[config.mk]
export PLATFORM = sky130hd
export DESIGN_NAME = sorted_key_merge_with_color_union
export DESIGN_NICKNAME = d
export VERILOG_FILES = /design/src/design/skmc_pkg.sv /design/src/design/skmc_front.sv /design/src/design/skmc_queue.sv /design/src/design/skmc_back.sv /design/src/design/sorted_key_merge_with_color_union.sv
export VERILOG_INCLUDE_DIRS = /design/src /design/src/design
export SDC_FILE = /design/constraint.sdc
export NUM_CORES = 1
export LEC_CHECK = 0
export ABC_CLOCK_PERIOD_IN_PS = 34500
export BUFFER_PORTS_ARGS = -buffer_cell sky130_fd_sc_hd__clkbuf_2
export CAP_MARGIN = 40
export CORE_MARGIN = 5
export CORE_UTILIZATION = 61
export CTS_CLUSTER_DIAMETER = 200
export DETAILED_ROUTE_END_ITERATION = 10
export PLACE_DENSITY = 0.86
export SYNTH_ARGS = -nofsm -noshare
export SYNTH_HDL_FRONTEND = slang
export SYNTH_SLANG_ARGS = --single-unit
[constraint.sdc]
create_clock -name clock -period 34.5 [get_ports clock]
set_input_delay 6.9 -clock clock [delete_from_list [all_inputs] [get_ports clock]]
set_output_delay 6.9 -clock clock [all_outputs]
set_load 0.01 [all_outputs]
[src/design/sorted_key_merge_with_color_union_macros.svh]
// Assertion macros for the sorted key merge block.
// Taken in by the top level; relies on a clock named clock and a reset named reset.
`ifndef SORTED_KEY_MERGE_WITH_COLOR_UNION_MACROS_SVH
`define SORTED_KEY_MERGE_WITH_COLOR_UNION_MACROS_SVH

// Check a condition in the same cycle as its trigger.
`define SKMC_ASSERT_SAME(lbl, pre, post, msg) \
   lbl: assert property (@(posedge clock) disable iff (reset) (pre) |-> (post)) else $error(msg);

// Check a condition in the cycle after its trigger.
`define SKMC_ASSERT_NEXT(lbl, pre, post, msg) \
   lbl: assert property (@(posedge clock) disable iff (reset) (pre) |=> (post)) else $error(msg);

`endif

[src/design/skmc_pkg.sv]
// Shared types and constants for the sorted key merge block.
// No dependencies; used by every module of the block.
`timescale 1ns / 1ps

package skmc_pkg;

   localparam int KEY_W      = 64;
   localparam int COLOR_W    = 64;
   localparam int QUEUE_DEPTH = 2;

   // Input item: one flag word plus the heads of both streams
   typedef struct packed {
      logic               req_type;
      logic               a_present;
      logic [KEY_W-1:0]   key_a;
      logic [COLOR_W-1:0] color_a;
      logic               b_present;
      logic [KEY_W-1:0]   key_b;
      logic [COLOR_W-1:0] color_b;
   } merge_req_type;

   // Result item
   typedef struct packed {
      logic               pop_a;
      logic               pop_b;
      logic               out_valid;
      logic [KEY_W-1:0]   out_key;
      logic [COLOR_W-1:0] out_color_a;
      logic [COLOR_W-1:0] out_color_b;
   } merge_rsp_type;

   // Request codes on the input
   localparam logic REQ_MERGE = 1'b0;
   localparam logic REQ_FLUSH = 1'b1;

   // Operation handed from front to back
   typedef enum logic [1:0] {
      OP_IDLE,
      OP_TAKE,
      OP_FLUSH
   } merge_op_type;

   // Classified item held in the queue
   typedef struct packed {
      merge_op_type       op;
      logic               take_a;
      logic [KEY_W-1:0]   key;
      logic [COLOR_W-1:0] color;
   } qent_type;

   // Queue status toward the top level
   typedef struct packed {
      logic full;
      logic empty;
   } qstat_type;

endpackage

[src/design/skmc_front.sv]
// Front end: classifies an input item and picks the winning head.
// Depends on skmc_pkg.
`timescale 1ns / 1ps

module skmc_front (
   input  skmc_pkg::merge_req_type req_data,
   output skmc_pkg::qent_type      ent
);

   logic take_a;

   // Pick A only when it is present and B is absent or larger; ties go to B
   assign take_a = req_data.a_present &&
                   (!req_data.b_present || (req_data.key_a < req_data.key_b));

   // Classify the item
   always_comb begin
      ent        = '0;
      ent.op     = skmc_pkg::OP_IDLE;
      ent.take_a = take_a;
      ent.key    = take_a ? req_data.key_a : req_data.key_b;
      ent.color  = take_a ? req_data.color_a : req_data.color_b;
      if (req_data.req_type == skmc_pkg::REQ_FLUSH) begin
         ent.op = skmc_pkg::OP_FLUSH;
      end else if (req_data.a_present || req_data.b_present) begin
         ent.op = skmc_pkg::OP_TAKE;
      end
   end

endmodule

[src/design/skmc_queue.sv]
// Short queue of classified items between front and back.
// Depends on skmc_pkg.
`timescale 1ns / 1ps

module skmc_queue #(
   parameter int DEPTH = skmc_pkg::QUEUE_DEPTH
) (
   input  logic                clock,
   input  logic                reset,
   input  logic                push,
   input  skmc_pkg::qent_type  din,
   input  logic                pop,
   output skmc_pkg::qent_type  dout,
   output skmc_pkg::qstat_type stat
);

   localparam int PTR_W = (DEPTH > 1) ? $clog2(DEPTH) : 1;
   localparam int CNT_W = $clog2(DEPTH + 1);
   localparam logic [PTR_W-1:0] LAST = PTR_W'(DEPTH - 1);
   localparam logic [CNT_W-1:0] FULL_CNT = CNT_W'(DEPTH);

   skmc_pkg::qent_type entry_ff [DEPTH];
   logic [PTR_W-1:0]   wr_ptr_ff, wr_ptr_in;
   logic [PTR_W-1:0]   rd_ptr_ff, rd_ptr_in;
   logic [CNT_W-1:0]   count_ff, count_in;

   assign stat.full  = (count_ff == FULL_CNT);
   assign stat.empty = (count_ff == '0);
   assign dout       = entry_ff[rd_ptr_ff];

   // Advance pointers and count
   always_comb begin
      wr_ptr_in = wr_ptr_ff;
      rd_ptr_in = rd_ptr_ff;
      count_in  = count_ff;
      if (push) begin
         wr_ptr_in = (wr_ptr_ff == LAST) ? '0 : wr_ptr_ff + 1'b1;
      end
      if (pop) begin
         rd_ptr_in = (rd_ptr_ff == LAST) ? '0 : rd_ptr_ff + 1'b1;
      end
      if (push && !pop) begin
         count_in = count_ff + 1'b1;
      end else if (pop && !push) begin
         count_in = count_ff - 1'b1;
      end
   end

   always_ff @(posedge clock) begin
      if (reset) begin
         wr_ptr_ff <= '0;
         rd_ptr_ff <= '0;
         count_ff  <= '0;
      end else begin
         wr_ptr_ff <= wr_ptr_in;
         rd_ptr_ff <= rd_ptr_in;
         count_ff  <= count_in;
      end
   end

   // Store pushed item
   always_ff @(posedge clock) begin
      if (push) begin
         entry_ff[wr_ptr_ff] <= din;
      end
   end

endmodule

[src/design/skmc_back.sv]
// Back end: holds the pending record, combines equal keys and drives the result register.
// Depends on skmc_pkg.
`timescale 1ns / 1ps

module skmc_back (
   input  logic                    clock,
   input  logic                    reset,
   input  logic                    q_valid,
   input  skmc_pkg::qent_type      ent,
   output logic                    q_pop,
   output logic                    rsp_valid,
   input  logic                    rsp_ready,
   output skmc_pkg::merge_rsp_type rsp_data
);

   logic                            pend_valid_ff, pend_valid_in;
   logic [skmc_pkg::KEY_W-1:0]      pend_key_ff, pend_key_in;
   logic [skmc_pkg::COLOR_W-1:0]    pend_color_a_ff, pend_color_a_in;
   logic [skmc_pkg::COLOR_W-1:0]    pend_color_b_ff, pend_color_b_in;
   logic                            rsp_valid_ff, rsp_valid_in;
   skmc_pkg::merge_rsp_type         rsp_data_ff, rsp_data_in;
   skmc_pkg::merge_rsp_type         result;
   logic                            hit;

   // Take the next item whenever the result register frees up
   assign q_pop     = q_valid && (!rsp_valid_ff || rsp_ready);
   assign hit       = pend_valid_ff && (ent.key == pend_key_ff);
   assign rsp_valid = rsp_valid_ff;
   assign rsp_data  = rsp_data_ff;

   // Apply item to the pending record
   always_comb begin
      result          = '0;
      pend_valid_in   = pend_valid_ff;
      pend_key_in     = pend_key_ff;
      pend_color_a_in = pend_color_a_ff;
      pend_color_b_in = pend_color_b_ff;
      unique case (ent.op)
         skmc_pkg::OP_FLUSH: begin
            if (pend_valid_ff) begin
               result.out_valid   = 1'b1;
               result.out_key     = pend_key_ff;
               result.out_color_a = pend_color_a_ff;
               result.out_color_b = pend_color_b_ff;
            end
            pend_valid_in = 1'b0;
         end
         skmc_pkg::OP_TAKE: begin
            result.pop_a = ent.take_a;
            result.pop_b = !ent.take_a;
            if (hit) begin
               if (ent.take_a) begin
                  pend_color_a_in = ent.color;
               end else begin
                  pend_color_b_in = ent.color;
               end
            end else begin
               if (pend_valid_ff) begin
                  result.out_valid   = 1'b1;
                  result.out_key     = pend_key_ff;
                  result.out_color_a = pend_color_a_ff;
                  result.out_color_b = pend_color_b_ff;
               end
               pend_valid_in   = 1'b1;
               pend_key_in     = ent.key;
               pend_color_a_in = ent.take_a ? ent.color : '0;
               pend_color_b_in = ent.take_a ? '0 : ent.color;
            end
         end
         default: begin
            result = '0;
         end
      endcase
   end

   // Load result register on pop, drop it once taken
   always_comb begin
      rsp_valid_in = rsp_valid_ff;
      rsp_data_in  = rsp_data_ff;
      if (q_pop) begin
         rsp_valid_in = 1'b1;
         rsp_data_in  = result;
      end else if (rsp_ready) begin
         rsp_valid_in = 1'b0;
      end
   end

   always_ff @(posedge clock) begin
      if (reset) begin
         pend_valid_ff <= 1'b0;
         rsp_valid_ff  <= 1'b0;
      end else begin
         rsp_valid_ff <= rsp_valid_in;
         if (q_pop) begin
            pend_valid_ff <= pend_valid_in;
         end
      end
   end

   // Hold payload unless an item is applied
   always_ff @(posedge clock) begin
      rsp_data_ff <= rsp_data_in;
      if (q_pop) begin
         pend_key_ff     <= pend_key_in;
         pend_color_a_ff <= pend_color_a_in;
         pend_color_b_ff <= pend_color_b_in;
      end
   end

endmodule

[src/design/sorted_key_merge_with_color_union.sv]
// Channel  | Ports                           | Moves
// req      | req_valid, req_ready, req_data  | stream heads or flush, one item
// rsp      | rsp_valid, rsp_ready, rsp_data  | pop flags and emitted record, one item
//
// One item per cycle unless rsp_ready stalls; the queue feeds a result register.
// The 64-bit key compare sits in the front, the equal-key check in the back.
// A queue of QUEUE_DEPTH items decouples them; req_ready drops only when it is full.
// Synchronous active-high reset clears the queue, pending record and result register.
// Depends on skmc_pkg, skmc_front, skmc_queue, skmc_back and the macros header.
`timescale 1ns / 1ps
`include "sorted_key_merge_with_color_union_macros.svh"

module sorted_key_merge_with_color_union #(
   parameter int QUEUE_DEPTH = skmc_pkg::QUEUE_DEPTH
) (
   input  logic                    clock,
   input  logic                    reset,
   input  logic                    req_valid,
   output logic                    req_ready,
   input  skmc_pkg::merge_req_type req_data,
   output logic                    rsp_valid,
   input  logic                    rsp_ready,
   output skmc_pkg::merge_rsp_type rsp_data
);

   skmc_pkg::qent_type  front_ent;
   skmc_pkg::qent_type  back_ent;
   skmc_pkg::qstat_type q_stat;
   logic                q_push;
   logic                q_pop;

   assign req_ready = !q_stat.full;
   assign q_push    = req_valid && req_ready;

   skmc_front u_front (
      .req_data (req_data),
      .ent      (front_ent)
   );

   skmc_queue #(
      .DEPTH (QUEUE_DEPTH)
   ) u_queue (
      .clock (clock),
      .reset (reset),
      .push  (q_push),
      .din   (front_ent),
      .pop   (q_pop),
      .dout  (back_ent),
      .stat  (q_stat)
   );

   skmc_back u_back (
      .clock     (clock),
      .reset     (reset),
      .q_valid   (!q_stat.empty),
      .ent       (back_ent),
      .q_pop     (q_pop),
      .rsp_valid (rsp_valid),
      .rsp_ready (rsp_ready),
      .rsp_data  (rsp_data)
   );

   `SKMC_ASSERT_SAME(a_queue_state, 1'b1, !(q_stat.full && q_stat.empty), "queue full and empty")
   `SKMC_ASSERT_NEXT(a_push_lands, q_push, !q_stat.empty, "accepted item missing from queue")
   `SKMC_ASSERT_SAME(a_no_emit_zero, rsp_valid && !rsp_data.out_valid, (rsp_data.out_key == '0) && (rsp_data.out_color_a == '0) && (rsp_data.out_color_b == '0), "fields set without emission")
   `SKMC_ASSERT_SAME(a_one_pop, rsp_valid, !(rsp_data.pop_a && rsp_data.pop_b), "both heads popped")

endmodule
# --- After elaboration in Yosys (flattened, before gate mapping) ---
# Memory sizes are Yosys's and may differ from the RTL's. A register that Yosys moved wholly into a read port is not among the register bits.
# Cells that the tools add are included.
word_totals:
  register_bits: 393
  ram_bits: 262
  output_inout_bits: 197
  word_cells: 77
  mem_count: 1
mem_list:
  columns: ["memory", "words", "width", "read_ports", "rd_clocked_by_memory_dff", "write_ports", "line", "source"]
  rows:
  - ["u_queue.entry_ff", 2, 131, 1, 1, 1, "skmc_queue.sv:22", "skmc_pkg::qent_type entry_ff [DEPTH];"]
classes:
  add_sub_neg: 4
  n_lt_le_gt_ge: 1
  eq_ne: 7
  n_mux: 25
  bitwise_logic: 1
  reduce_logical: 24
ops:
  columns: ["op", "count"]
  rows:
  - ["64-bit two-way mux", 8]
  - ["193-bit two-way mux", 2]
  - ["193-bit case mux with 2 select lines", 1]
  - ["64-bit == test", 1]
  - ["64-bit less-than comparator", 1]
  - ["3-bit AND reduction", 4]
  - ["1-bit two-way mux", 10]
  - ["1-bit logical NOT", 7]
  - ["1-bit logical AND", 6]
  - ["2-bit two-way mux", 3]
  - ["2-bit nonzero test", 3]
  - ["2-bit == test, second input constant", 2]
  - ["2-bit != test, second input constant", 2]
  - ["1-bit logical OR", 3]
  - ["1-bit adder, second input constant", 2]
  - ["2-bit by 1-bit adder with 2-bit output, second input constant", 1]
  - ["2-bit by 1-bit == test with 1-bit output, second input constant", 1]
  - ["2-bit logical NOT", 1]
  - ["2-bit by 1-bit != test with 1-bit output, second input constant", 1]
  - ["1-bit case mux with 2 select lines", 1]
  - ["2-bit by 1-bit subtractor with 2-bit output, second input constant", 1]
  - ["1-bit NOT", 1]

# --- Logic depth before layout (Yosys ltp) ---
# Gate-level depths: netlist of the first run.
depth:
  word_depth: 7
  depth_mapped: 14
  depth_no_buf: 9

# --- Modules after synthesis ---
# From an unflattened synthesis of the first run, not the netlist that was laid out.
hier_totals:
  hier_cells: 2284
  area_unflattened_um2: 31814.3
modules_own_cells:
  columns: ["module", "instances", "cells_each", "area_per_inst_um2", "seq_area_each_um2"]
  rows:
  - ["skmc_back", 1, 1475, 18003.5, 11661.2]
  - ["skmc_queue", 1, 430, 10033.4, 7967.6]
  - ["skmc_front", 1, 376, 3763.6, 0.0]
  - ["sorted_key_merge_with_color_union", 1, 3, 13.8, 0.0]

# --- Least setup slack after synthesis of the first run ---
# No wires, ideal clock.
synth_timing:
  path_type: "input to register"
  startpoint: "input port rsp_ready"
  endpoint: "register u_back.pend_color_a_ff[0] in the netlist's numbering, enable pin"
  setup_time_ns: 0.507
  arrival_time_ns: 15.394
  t_required_ns: 33.993
  path_slack_ns: 18.599
  cell_stages: 4
  n_path_buf: 0
  path_cell_list: "nand2b_1 o21a_1 nand2_1 a21oi_1"
synth_between:
  elab_chain_len: 3
synth_rtl:
  columns: ["element", "line", "source"]
  rows:
  - ["from (decl)", "sorted_key_merge_with_color_union.sv:22", "input logic rsp_ready,"]
  - ["1-bit logical OR", "skmc_back.sv:26", "assign q_pop = q_valid && (!rsp_valid_ff || rsp_ready);"]
  - ["1-bit logical AND", "skmc_back.sv:26", null]
  - ["named net q_pop", "sorted_key_merge_with_color_union.sv:30", "logic q_pop;"]
  - ["3-bit AND reduction (no line)", null, null]
  - ["to (signal assigned)", "skmc_back.sv:105", "pend_color_a_ff <= pend_color_a_in;"]
  - ["to (decl)", "skmc_back.sv:18", "logic [skmc_pkg::COLOR_W-1:0] pend_color_a_ff, pend_color_a_in;"]
# The timed path passes the listed nets, and every way through them passes these cells.
# A chain may end at the register's enable or synchronous reset.

==> results of run 1 <==
## through the flow
step | power (mW) | utilization, % | setup slack, ps | instance area [um^2] | hold WS (ps)
finish | 2.44 | 72.7 | 24490 | 32100 | 514
detailed placement | 1.82 | 68.4 | 23890 | 30200 | 500
CTS | 2.46 | 72.7 | 24550 | 32100 | 515
global placement | 1.79 | 67.9 | 23790 | 30000 | 489
global route | 2.54 | 72.7 | 24360 | 32100 | 533
floorplan | 1.59 | - | 18600 | 27100 | 461
## critical path, stage by stage
cell,delay [ps]
clkbuf_2,90
inv_1,40
ha_1,300
a21oi_1,150
o21ai_0,100
a221oi_1,630
o2111ai_1,260
and3_1,330
a31o_4,410
buf_12,250
buf_4,370
mux2_2,420
## power by group
part / leakage (nW) / total [mW] / internal (mW) / switching, mW
sequential: 6.20 / 1.21 / 1.14 / 0.0718
clock: 0.924 / 0.640 / 0.354 / 0.285
combinational: 5.38 / 0.586 / 0.204 / 0.382
## state kept, by name, summed over array words and instances (netlist names), named ones only
| signal | cells |
|---|---|
| u_queue.entry_ff | 262 |
| u_back.rsp_data | 195 |
| u_back.pend_color_a_ff | 64 |
| u_back.pend_color_b_ff | 64 |
| u_back.pend_key_ff | 64 |
| u_queue.count_ff | 2 |
| u_back.pend_valid_ff | 1 |
| u_back.rsp_valid | 1 |
| u_queue.rd_ptr_ff | 1 |
| u_queue.wr_ptr_ff | 1 |
## cells by family after synthesis
family | share of synthesized area, %
AND/OR/NAND/NOR | 8.01
XOR/XNOR | 2.20
multiplexers | 10.5
adder cells (fa/ha/maj) | 3.05
buffers and inverters | 2.45
AO/OA/AOI/OAI | 1.38
flip-flops | 72.4
## layout by cell type (no fill, tap or decap), types with 5 or more instances in the layout
master and count:
a21oi_1 26, mux2_2 189, clkbuf_2 459, clkbuf_1 9
nand4_1 13, nor4_1 18, o21ai_0 10, buf_12 5
inv_1 73, mux2i_1 67, clkbuf_16 61, clkinv_2 16
ha_1 66, edfxtp_1 649, nor2_1 140, xor2_1 67
dfxtp_1 6, and2_1 195, nand2_1 27, clkinvlp_4 5
clkinv_1 10, buf_4 17
## final cells by class
type                    count  area share [%]
well taps                 592            2.31
repair buffers            485            8.21
flip-flops and latches    656            61.2
diodes                      1         0.00780
clock buffers              70            4.86
inverters                  73           0.854
clock inverters            40            1.04
multi-input cells         870            21.5
## metal layers
layer / vias up / routed length, um / part of all wire [%]
li1: 7058 / - / -
met3: 136 / 4360 / 7.1
met2: 690 / 32200 / 52
met1: 7643 / 23100 / 37
met5: - / 0 / 0
met4: 0 / 2120 / 3.4
## path summary, 6_finish.rpt
kind                                              endpoint  cells past startpoint              start  slack (ps)
worst max register to register  u_back.pend_color_a_ff[28]                     11           register       29870
worst min register to register           u_queue.rd_ptr_ff                      2  u_queue.rd_ptr_ff         510
worst max-delay path               u_queue.entry_ff[1][43]                     12       req_data[89]       24490
worst min-delay path                     u_queue.rd_ptr_ff                      2  u_queue.rd_ptr_ff         510
==> summary.txt, run 1 <==
Synthesis
  • Most numerous cell in the Yosys netlist: edfxtp_1
  • Synth area leaders: edfxtp_1 72%, mux2_2 7.8%, and2_1 4.5%
  • Sequential cell area fraction in the yosys report: between 70 and 80%
  • Synth Flop Type: edfxtp_1
  • EDFF count, synth: roughly 650
  • Syn Area/Cell: approximately 16 um^2
  • Syn Inst Count: 1661
  • Count of cell types in the netlist: 40
  • Post-synth top area share: between 70% and 80%
  • Syn_nets: roughly 2000
  • Async set or reset register ratio after synthesis: 0%
  • Cell Area, Synth: 27100 um^2
  • Yosys warning total: 0
  • Largest area contributor in the netlist: edfxtp_1
  • Post-synth top cells: 649 x edfxtp_1, 195 x and2_1, 189 x mux2_2, 142 x nor2_1, 73 x inv_1
  • Yosys reg bits: roughly 660

Timing
  • Fin crit share: between 20% and 30%
  • RSZ-0062 raised after global routing: false
  • Tightest Pin Transition: 849 ps
  • Count of final hold-check violations: 0
  • Fmax: ~100 MHz
  • Period minus WS final: 10010 ps
  • Setup TNS: 0 ps
  • Final Setup Violations: 0
  • Slew Limit Fails: 0
  • Final Skew: ~25 ps
  • Max-slew headroom: around 43%

Drt
  • Initial detailed-routing violation count: 1127
  • Routed Antenna Nets: 0
  • DR DRC count: 0
  • Vias: about 16000
  • Vias per cell: roughly 5.6
  • DRT Wirelength: slightly above 60000 um
  • Avg WL per Cell: 22.1 um
  • DRT Pass-1 Iters: 7

Global routing
  • M3 GR Usage: 5.10%
  • Top Usage Layer GRT: met2
  • Vias in the first global route: around 16000
  • M1 GR Usage: 30.9%
  • GR Layer Usage met2: between 40% and 50%
  • GRT Resource Usage Total: between 20% and 30%
  • Largest net degree at the start of global routing: a little under 80
  • Initial antenna violation count: 1
  • First-pass GRT wire length: between 90000 and 100000 um
  • GR Overflow Total: 0

Clock tree
  • CTS tree: built
  • CTS Hold Bufs: 0
  • Htree depth: 2
  • Root Buffer: clkbuf_16
  • Setup bufs post-CTS: 0
  • Post-CTS Resized: 0
  • Clock transition at path regs: 60 ps
  • CTS Buf Count: between 60 and 70
  • CTS max path bufs: 3
  • Clock Latency Late Sink: 630 ps
  • Total clock sinks: 656

Finish
  • Layout cells sized above 1: a little over a third
  • FF+latch area: just under 20000 um^2
  • Multi-input logic area: between 6000 and 7000 um^2
  • Nets: between 2000 and 2500
  • Synth-to-Final Area Change: 18.4%
  • Fillers: about 2700
  • Post-route insts no fill: 2787

Floorplan
  • Die H: around 220 um
  • Total die area: 48800 um^2
  • Row cnt: slightly below 80
  • Core area: 44100 um^2
  • Initial Util: around three fifths
  • Die X: about 220 um
  • I/O pin count: 460

Power and ir drop
  • Power density of the placed cells: 76.0 nW/um^2
  • Pleak: 12.5 nW
  • Maximum vdd drop: between 0.04 and 0.05 mV

Critical path
  • CP Class: in -> reg
  • CP Launch Type: primary input
  • Setup crit end kind: register
  • Crit path DAT: approximately 10000 ps
  • Worst-path maximum fanout: 54
  • Worst EP required: 34860 ps

Placed design
  • Port buffer count: between 400 and 500
  • Placed cells: about 2700
  • DP HPWL: between 40000 and 50000 um
  • GP Congestion: approximately 0.97

Status
  • Outcome: completed

Job
  • Max-cap viol count: 0

Min path
  • Worst hold-check path type: reg -> reg
No activity file was read; power rests on OpenSTA's default activity.
==> inputs of run 2 (changes only) <==
ABC_CLOCK_PERIOD_IN_PS = 8200   (was 34500)
CORE_UTILIZATION = 51   (was 61)
PLACE_DENSITY = 0.76   (was 0.86)
clock period = 8.2 ns   (was 34.5 ns; I/O delays follow)
==> run 2 against run 1 <==
Compared with the run above: final cell count is 3.7% higher; final area up 0.99%; non-clock buffer count is 1 lower; critical path depth is 1 lower.
==> summary.txt, run 2 (same netlist as run 1, synthesis figures left out) <==
Global routing
  • GR Overflow Total: 0 (unchanged)
  • First-pass GRT wire length: 91600 um (-1.6%)
  • Vias in the first global route: 15657 (-1.7%)
  • Initial antenna violation count: 3 (+2)
  • GRT Resource Usage Total: 20.9% (-3.7 points)
  • Largest net degree at the start of global routing: 151 (+96%)

Drt
  • Vias: 15053 (-3.1%)
  • DR DRC count: 0 (unchanged)
  • Vias per cell: 5.21 (-6.5%)
  • Initial detailed-routing violation count: 1012 (-10%)
  • Routed Antenna Nets: 0 (unchanged)
  • DRT Pass-1 Iters: 4 (-3)
  • DRT Wirelength: 61700 um (-0.11%)
  • Avg WL per Cell: 21.3 um (-3.7%)

Critical path
  • Crit path DAT: 5210 ps (-5160 ps)
  • Worst R2R Setup Slack: 3430 ps (-26440 ps)
  • CP Class: reg -> reg
  • R2R depth: 11 (unchanged)
  • CP Launch Type: register
  • Worst EP required: 8640 ps (-26220 ps)
  • Setup crit end kind: register
  • Worst flop-to-flop path endpoint: u_back.rsp_data[34]
  • Worst-path maximum fanout: 90 (+67%)

Clock tree
  • CTS Buf Count: 67 (+9.8%)
  • Setup bufs post-CTS: 0 (unchanged)
  • Total clock sinks: 656 (unchanged)
  • Htree depth: 3 (+1)
  • Post-CTS Resized: 0 (unchanged)
  • Clock Latency Late Sink: 590 ps (-40 ps)
  • CTS max path bufs: 3 (unchanged)
  • Root Buffer: clkbuf_16
  • Clock transition at path regs: 60 ps (about the same)
  • CTS tree: built
  • CTS Hold Bufs: 0 (unchanged)

Finish
  • Nets: 2481 (+0.20%)
  • Multi-input logic area: 6910 um^2 (unchanged)
  • Design Area, Final: 32400 um^2 (+0.99%)
  • Layout cells sized above 1: 35.6% (+0.13 points)
  • Commonest cells after routing, fill and taps aside: 649 x edfxtp_1, 459 x clkbuf_2, 195 x and2_1
  • Most common cell after layout, fill and taps aside: edfxtp_1
  • Reg with most FFs: u_queue.entry_ff
  • Synth-to-Final Area Change: 19.5%
  • Largest register FFs: 262 (unchanged)
  • Fillers: 3867 (+41%)
  • FF+latch area: 19600 um^2 (unchanged)

Placed design
  • Port buffer count: 459 (unchanged)
  • GP Congestion: 0.901 (-6.8%)
  • Post-Place Worst Slack: 2810 ps (-21080 ps)
  • DP HPWL: 43000 um (+1.1%)
  • Dpl cell area: 30300 um^2 (+0.33%)

Timing
  • Fin crit share: 58.2%
  • Final Setup Violations: 0 (unchanged)
  • Fmax: around 210 MHz
  • RSZ-0062 raised after global routing: false
  • Max-slew headroom: 42.6% (-0.87 points)
  • Period minus WS final: 4770 ps
  • Final Skew: 25.7 ps (+0.923 ps)
  • Hold WS: 510 ps (-3.59 ps)
  • Count of final hold-check violations: 0 (unchanged)
  • Tightest Pin Transition: 862 ps (+13.1 ps)
  • Setup WS post-layout: 3430 ps (-21060 ps)
  • Slew Limit Fails: 0 (unchanged)

Min path
  • HP Start: u_back.pend_color_a_ff[4]
  • Hold depth: 1 (-1)
  • Worst hold-check path type: reg -> reg
  • Worst hold endpoint: u_back.rsp_data[68]

Power and ir drop
  • Power density of the placed cells: 324 nW/um^2 (+330%)
  • Pleak: 12.6 nW (+0.85%)
  • Total power: 10.5 mW (+330%)
  • Maximum vdd drop: 0.241 mV (+430%)

Job
  • Max-cap viol count: 0 (unchanged)

Status
  • Outcome: completed

Floorplan
  • Initial Util: 51.5% (-10 points)
  • Total die area: 57900 um^2 (+19%)
  • Die H: 241 um (+8.9%)
  • I/O pin count: 460 (unchanged)
  • Die X: 241 um (+8.9%)
  • Row cnt: 84 (+9.1%)
  • Core area: 52700 um^2 (+19%)
[run 2: cell count changes in the layout (fill, tap and decap cells not counted)]
cell and delta:
buf_12 -1, bufinv_16 +2, clkbuf_1 +6, clkbuf_16 +6, clkbuf_8 +1, clkinv_1 -5, clkinv_2 -2, clkinvlp_4 -4
diode_2 +1, inv_6 +3
[run 2: per-layer routing]
metal  global-route usage [%]  vias up  wire [um]  share of wire, %
met1                     26.4     7355      23900                39
met4                     6.62        2       1540               2.5
met3                     4.55       79       4610               7.5
li1                         -     7064          -                 -
met2                     36.5      553      31600                51
met5                        0        -         11             0.018
[run 2: worst max-delay path, stage by stage, from the launching register on]
cell and delay, ps:
dfxtp_4 810, buf_4 500, buf_4 420, mux2_2 400
xor2_1 400, nor4_1 110, nand4_1 120, nor4_2 60
buf_4 170, o21ai_4 550, buf_4 660, and2_1 240
[run 2: worst max-delay path by stage]
stage,from,to,slack [ps],cells past startpoint
finish,register,u_back.rsp_data[34],3430,11
detailed placement,req_data[119],u_queue.entry_ff[1][110],2810,12
global placement,req_data[119],u_queue.entry_ff[0][89],2570,11
CTS,register,u_back.rsp_data[41],3220,11
floorplan,rsp_ready,u_back.pend_color_a_ff[0],-200,4
global route,register,u_back.rsp_data[2],3070,11
[run 2: through the flow]
stage	cells	TNS, ps	util, %
2_1_floorplan	1661	-26190	-
3_3_place_gp	2763	0	57.2
3_5_place_dp	2771	0	57.5
4_1_cts	2888	0	61.5
5_1_grt	2888	0	61.5
6_report	2890	0	61.5
[run 2: area by class of cell]
class / instances / share of cell area, %
antenna: 2 / 0.0154
clock inverter: 34 / 1.12
inverter: 73 / 0.845
clock buffer: 83 / 5.39
sequential: 656 / 60.6
multi-input combinational: 870 / 21.3
timing repair buffer: 484 / 8.07
tap: 688 / 2.66
[run 2: power by group]
group	switching (mW)	internal [mW]
logic	1.60	0.853
registers	0.309	4.80
clock network	1.22	1.71
total	3.13	7.37
==> inputs of run 3 (changes only) <==
ABC_AREA = 1   (was unset)
ABC_CLOCK_PERIOD_IN_PS = 4200   (was 8200)
CORE_UTILIZATION = 52   (was 51)
PLACE_DENSITY = 0.77   (was 0.76)
clock period = 4.2 ns   (was 8.2 ns; I/O delays follow)
==> run 3 against run 2 <==
Compared with the run above: synthesized area rose by 7.8%; count of clock-buffer cells in the layout is 3 higher; die area grew 5.5%; critical path depth rose by 5; critical endpoint is now u_back.pend_color_b_ff[38].
==> summary.txt, run 3 <==
Status
  • Outcome: completed

Min path
  • Worst hold-check path type: in -> reg

Finish
  • Nets: 3324 (+34%)
  • Commonest cells after routing, fill and taps aside: 799 x nand2_1, 649 x edfxtp_1, 458 x clkbuf_2
  • Post-route insts no fill: 3801 (+32%)
  • Layout Utilization: 61.3% (-0.22 points)
  • Synth-to-Final Area Change: 17.6%
  • Reg with most FFs: u_queue.entry_ff
  • Fillers: 4320 (+12%)
  • Diodes inserted: 0 (-2)
  • Most common cell after layout, fill and taps aside: nand2_1
  • Design Area, Final: 34400 um^2 (+6.1%)
  • Largest register FFs: 262 (unchanged)
  • Layout cells sized above 1: 24.0% (-12 points)

Synthesis
  • Simple-gate share of the synthesized area: 16.3% (+8.3 points)
  • Yosys warning total: 0 (unchanged)
  • Post-synth top area share: 66.7% (-5.2 points)
  • EDFF count, synth: 649 (unchanged)
  • Most numerous cell in the Yosys netlist: nand2_1
  • Syn Inst Count: 2568 (+55%)
  • Yosys reg bits: 656 (unchanged)
  • Synth Flop Type: edfxtp_1
  • Cell Area, Synth: 29200 um^2 (+7.8%)
  • Count of cell types in the netlist: 33 (-18%)
  • Largest area contributor in the netlist: edfxtp_1
  • Synth area leaders: edfxtp_1 67%, nand2_1 10%, a21oi_2 3.6%
  • Syn_nets: 2897 (+46%)
  • Syn Area/Cell: 11.4 um^2 (-30%)
  • Async set or reset register ratio after synthesis: 0% (unchanged)
  • Adder-Cell Fraction of Synth Area: 2.82% (-0.22 points)
  • Sequential cell area fraction in the yosys report: 67.1% (-5.2 points)
  • Largest family of logic cells by synthesized area: simple AND/OR/NAND/NOR gates
  • Post-synthesis xor/xnor area fraction: 0.0599% (-2.1 points)
  • Mux cell area share after synthesis: 2.19% (-8.3 points)
  • Synth Area in Compound Gates: 6.54% (+5.2 points)
  • Post-synth top cells: 803 x nand2_1, 649 x edfxtp_1, 194 x nor2_1, 169 x nand3_1, 160 x inv_1

Timing
  • Max-slew headroom: 46.8% (+4.2 points)
  • Slew Limit Fails: 0 (unchanged)
  • Fmax: 293 MHz (+40%)
  • Hold WS: 465 ps (-45.4 ps)
  • Final Setup Violations: 0 (unchanged)
  • RSZ-0062 raised after global routing: false
  • Count of final hold-check violations: 0 (unchanged)
  • Fin crit share: 81.3% (+23 points)
  • Setup WS post-layout: 784 ps (-2640 ps)
  • Period minus WS final: 3420 ps (-1360 ps)
  • Final Skew: 26.7 ps (+0.958 ps)
  • Setup TNS: 0 ps (unchanged)
  • Tightest Pin Transition: 798 ps (-63.5 ps)

Critical path
  • Critical-path cell list: inv_2 > buf_4 > nand2_1 > nand2_1 > nand2_1 > nand2_1 > nor2_1 > nand2_1 > nor2_1 > nand2_1 > nor2_2 > nand3_2 > nand3_1 > nand2_4 > buf_4 > buf_12
  • CP Class: reg -> reg
  • Cell family with most CP delay: buffers and inverters
  • CP max stage delay: 380 ps (-430 ps)
  • Crit path DAT: 3700 ps (-1510 ps)
  • Crit path max-delay cell type: buf_4
  • Worst EP required: 4480 ps (-4160 ps)
  • CP Launch Type: register
  • Setup crit end kind: register
  • Worst-path maximum fanout: 37 (-59%)
  • Cell mode on critical path: nand2_1
  • Worst path bufs/invs: 4 (unchanged)

Placed design
  • GP Congestion: 0.841 (-6.7%)
  • Post-Place Worst Slack: 799 ps (-2010 ps)
  • Port buffer count: 459 (unchanged)
  • Dpl cell area: 32400 um^2 (+6.9%)
  • DP HPWL: 50000 um (+16%)
  • Placed cells: 3683 (+33%)

Power and ir drop
  • Power density of the placed cells: 671 nW/um^2 (+110%)
  • Maximum vdd drop: 0.493 mV (+100%)
  • Sequential power share: 45.9% (-2.8 points)
  • Total power: 23.1 mW (+120%)
  • Logic pwr share: 30.4% (+7.1 points)
  • Sw Share: 35.3% (+5.5 points)
  • Pleak: 14.0 nW (+11%)
  • Internal Power: 14.9 mW (+100%)
  • Clock share of power: 23.7% (-4.3 points)
  • Sw power: 8.15 mW (+160%)

Floorplan
  • Die X: 247 um (+2.7%)
  • Total die area: 61100 um^2 (+5.5%)
  • Die H: 247 um (+2.7%)
  • Initial Util: 52.1% (+0.65 points)
  • Core area: 56100 um^2 (+6.5%)
  • Row cnt: 87 (+3.6%)
  • I/O pin count: 460 (unchanged)

Drt
  • DRT Pass-1 Iters: 5 (+1)
  • Avg WL per Cell: 19.3 um (-9.6%)
  • DRT Wirelength: 73300 um (+19%)
  • Routed Antenna Nets: 0 (unchanged)
  • DR DRC count: 0 (unchanged)
  • Vias: 20342 (+35%)
  • Vias per cell: 5.35 (+2.7%)
  • Initial detailed-routing violation count: 1725 (+70%)

Clock tree
  • Root Buffer: clkbuf_16
  • Htree depth: 3 (unchanged)
  • Clock Latency Late Sink: 600 ps (about the same)
  • CTS tree: built
  • CTS max path bufs: 3 (unchanged)
  • Post-CTS Resized: 0 (unchanged)
  • Total clock sinks: 656 (unchanged)
  • CTS Buf Count: 66 (-1.5%)
  • Setup bufs post-CTS: 0 (unchanged)
  • Clock transition at path regs: 60 ps (about the same)
  • CTS Hold Bufs: 0 (unchanged)

Job
  • Max-cap viol count: 0 (unchanged)

Global routing
  • First-pass GRT wire length: 111000 um (+21%)
  • Largest net degree at the start of global routing: 130 (-14%)
  • Initial antenna violation count: 1 (-2)
  • GR Overflow Total: 0 (unchanged)
  • Vias in the first global route: 19885 (+27%)
  • GRT Resource Usage Total: 23.4% (+2.5 points)
-- run 3: cell types whose count changed after synthesis, sizes merged, moves of 26 or more --
cell / change
nand2: +780
a21oi: +199
and2: -195
mux2: -193
nand3: +166
inv: +90
xor2: -65
nor2: +54
clkbuf: +51
buf: +26
-- run 3: logic make-up (layout without fill, tap and decap cells) --
family | after synthesis | count (layout)
compound gates | 283 | 283
flops | 656 | 656
xor+xnor | 2 | 2
mux | 64 | 64
buf+inv | 302 | 779
simple gates | 1195 | 1195
fa+ha+maj | 66 | 66
-- run 3: worst reg2reg max path, cell delays in order (launching register included) --
cell and delay [ps]:
dfxtp_4 350, inv_2 360, buf_4 320, nand2_1 100, nand2_1 80, nand2_1 50
nand2_1 150, nor2_1 70, nand2_1 150, nor2_1 60, nand2_1 80, nor2_2 60
nand3_2 130, nand3_1 290, nand2_4 130, buf_4 380, buf_12 300
-- run 3: final cells by class --
class                      instances  area (um^2)  area share, %
clock buffer                      86         1750           5.08
clock inverter                    32          240          0.699
inverter                         163          623           1.81
multi-input combinational       1610         8280           24.1
sequential                       656        19600           57.1
tap                              756          946           2.75
timing repair buffer             498         2910           8.46
-- run 3: per-layer routing --
metal  wire length, um  part of all wire, %  GRT usage (%)  up-vias
met5                 7               0.0096              0        -
met4              2510                  3.4           8.19        2
met3              5090                  6.9           4.06      159
met2             36600                   50           40.3      800
met1             29100                   40           30.2     9735
li1                  -                    -              -     9646
-- run 3: worst paths after layout --
kind                   startpoint                    endpoint  slack (ps)  cells after the start
max reg2reg              register  u_back.pend_color_b_ff[38]         780                     16
min reg2reg  u_back.pend_valid_ff        u_back.pend_valid_ff         510                      2
max                      register  u_back.pend_color_b_ff[38]         780                     16
min                 req_data[258]    u_queue.entry_ff[0][130]         460                      1
-- run 3: power by group through the flow --
stage	clock (mW)	combinational, mW	sequential [mW]
final	5.47	7.02	10.6
after global routing	5.85	7.69	10.7
after CTS	5.57	7.09	10.6
after detailed placement	0	7.05	10.7
after global placement	0	6.77	10.7
after floorplan	0	4.04	11.0
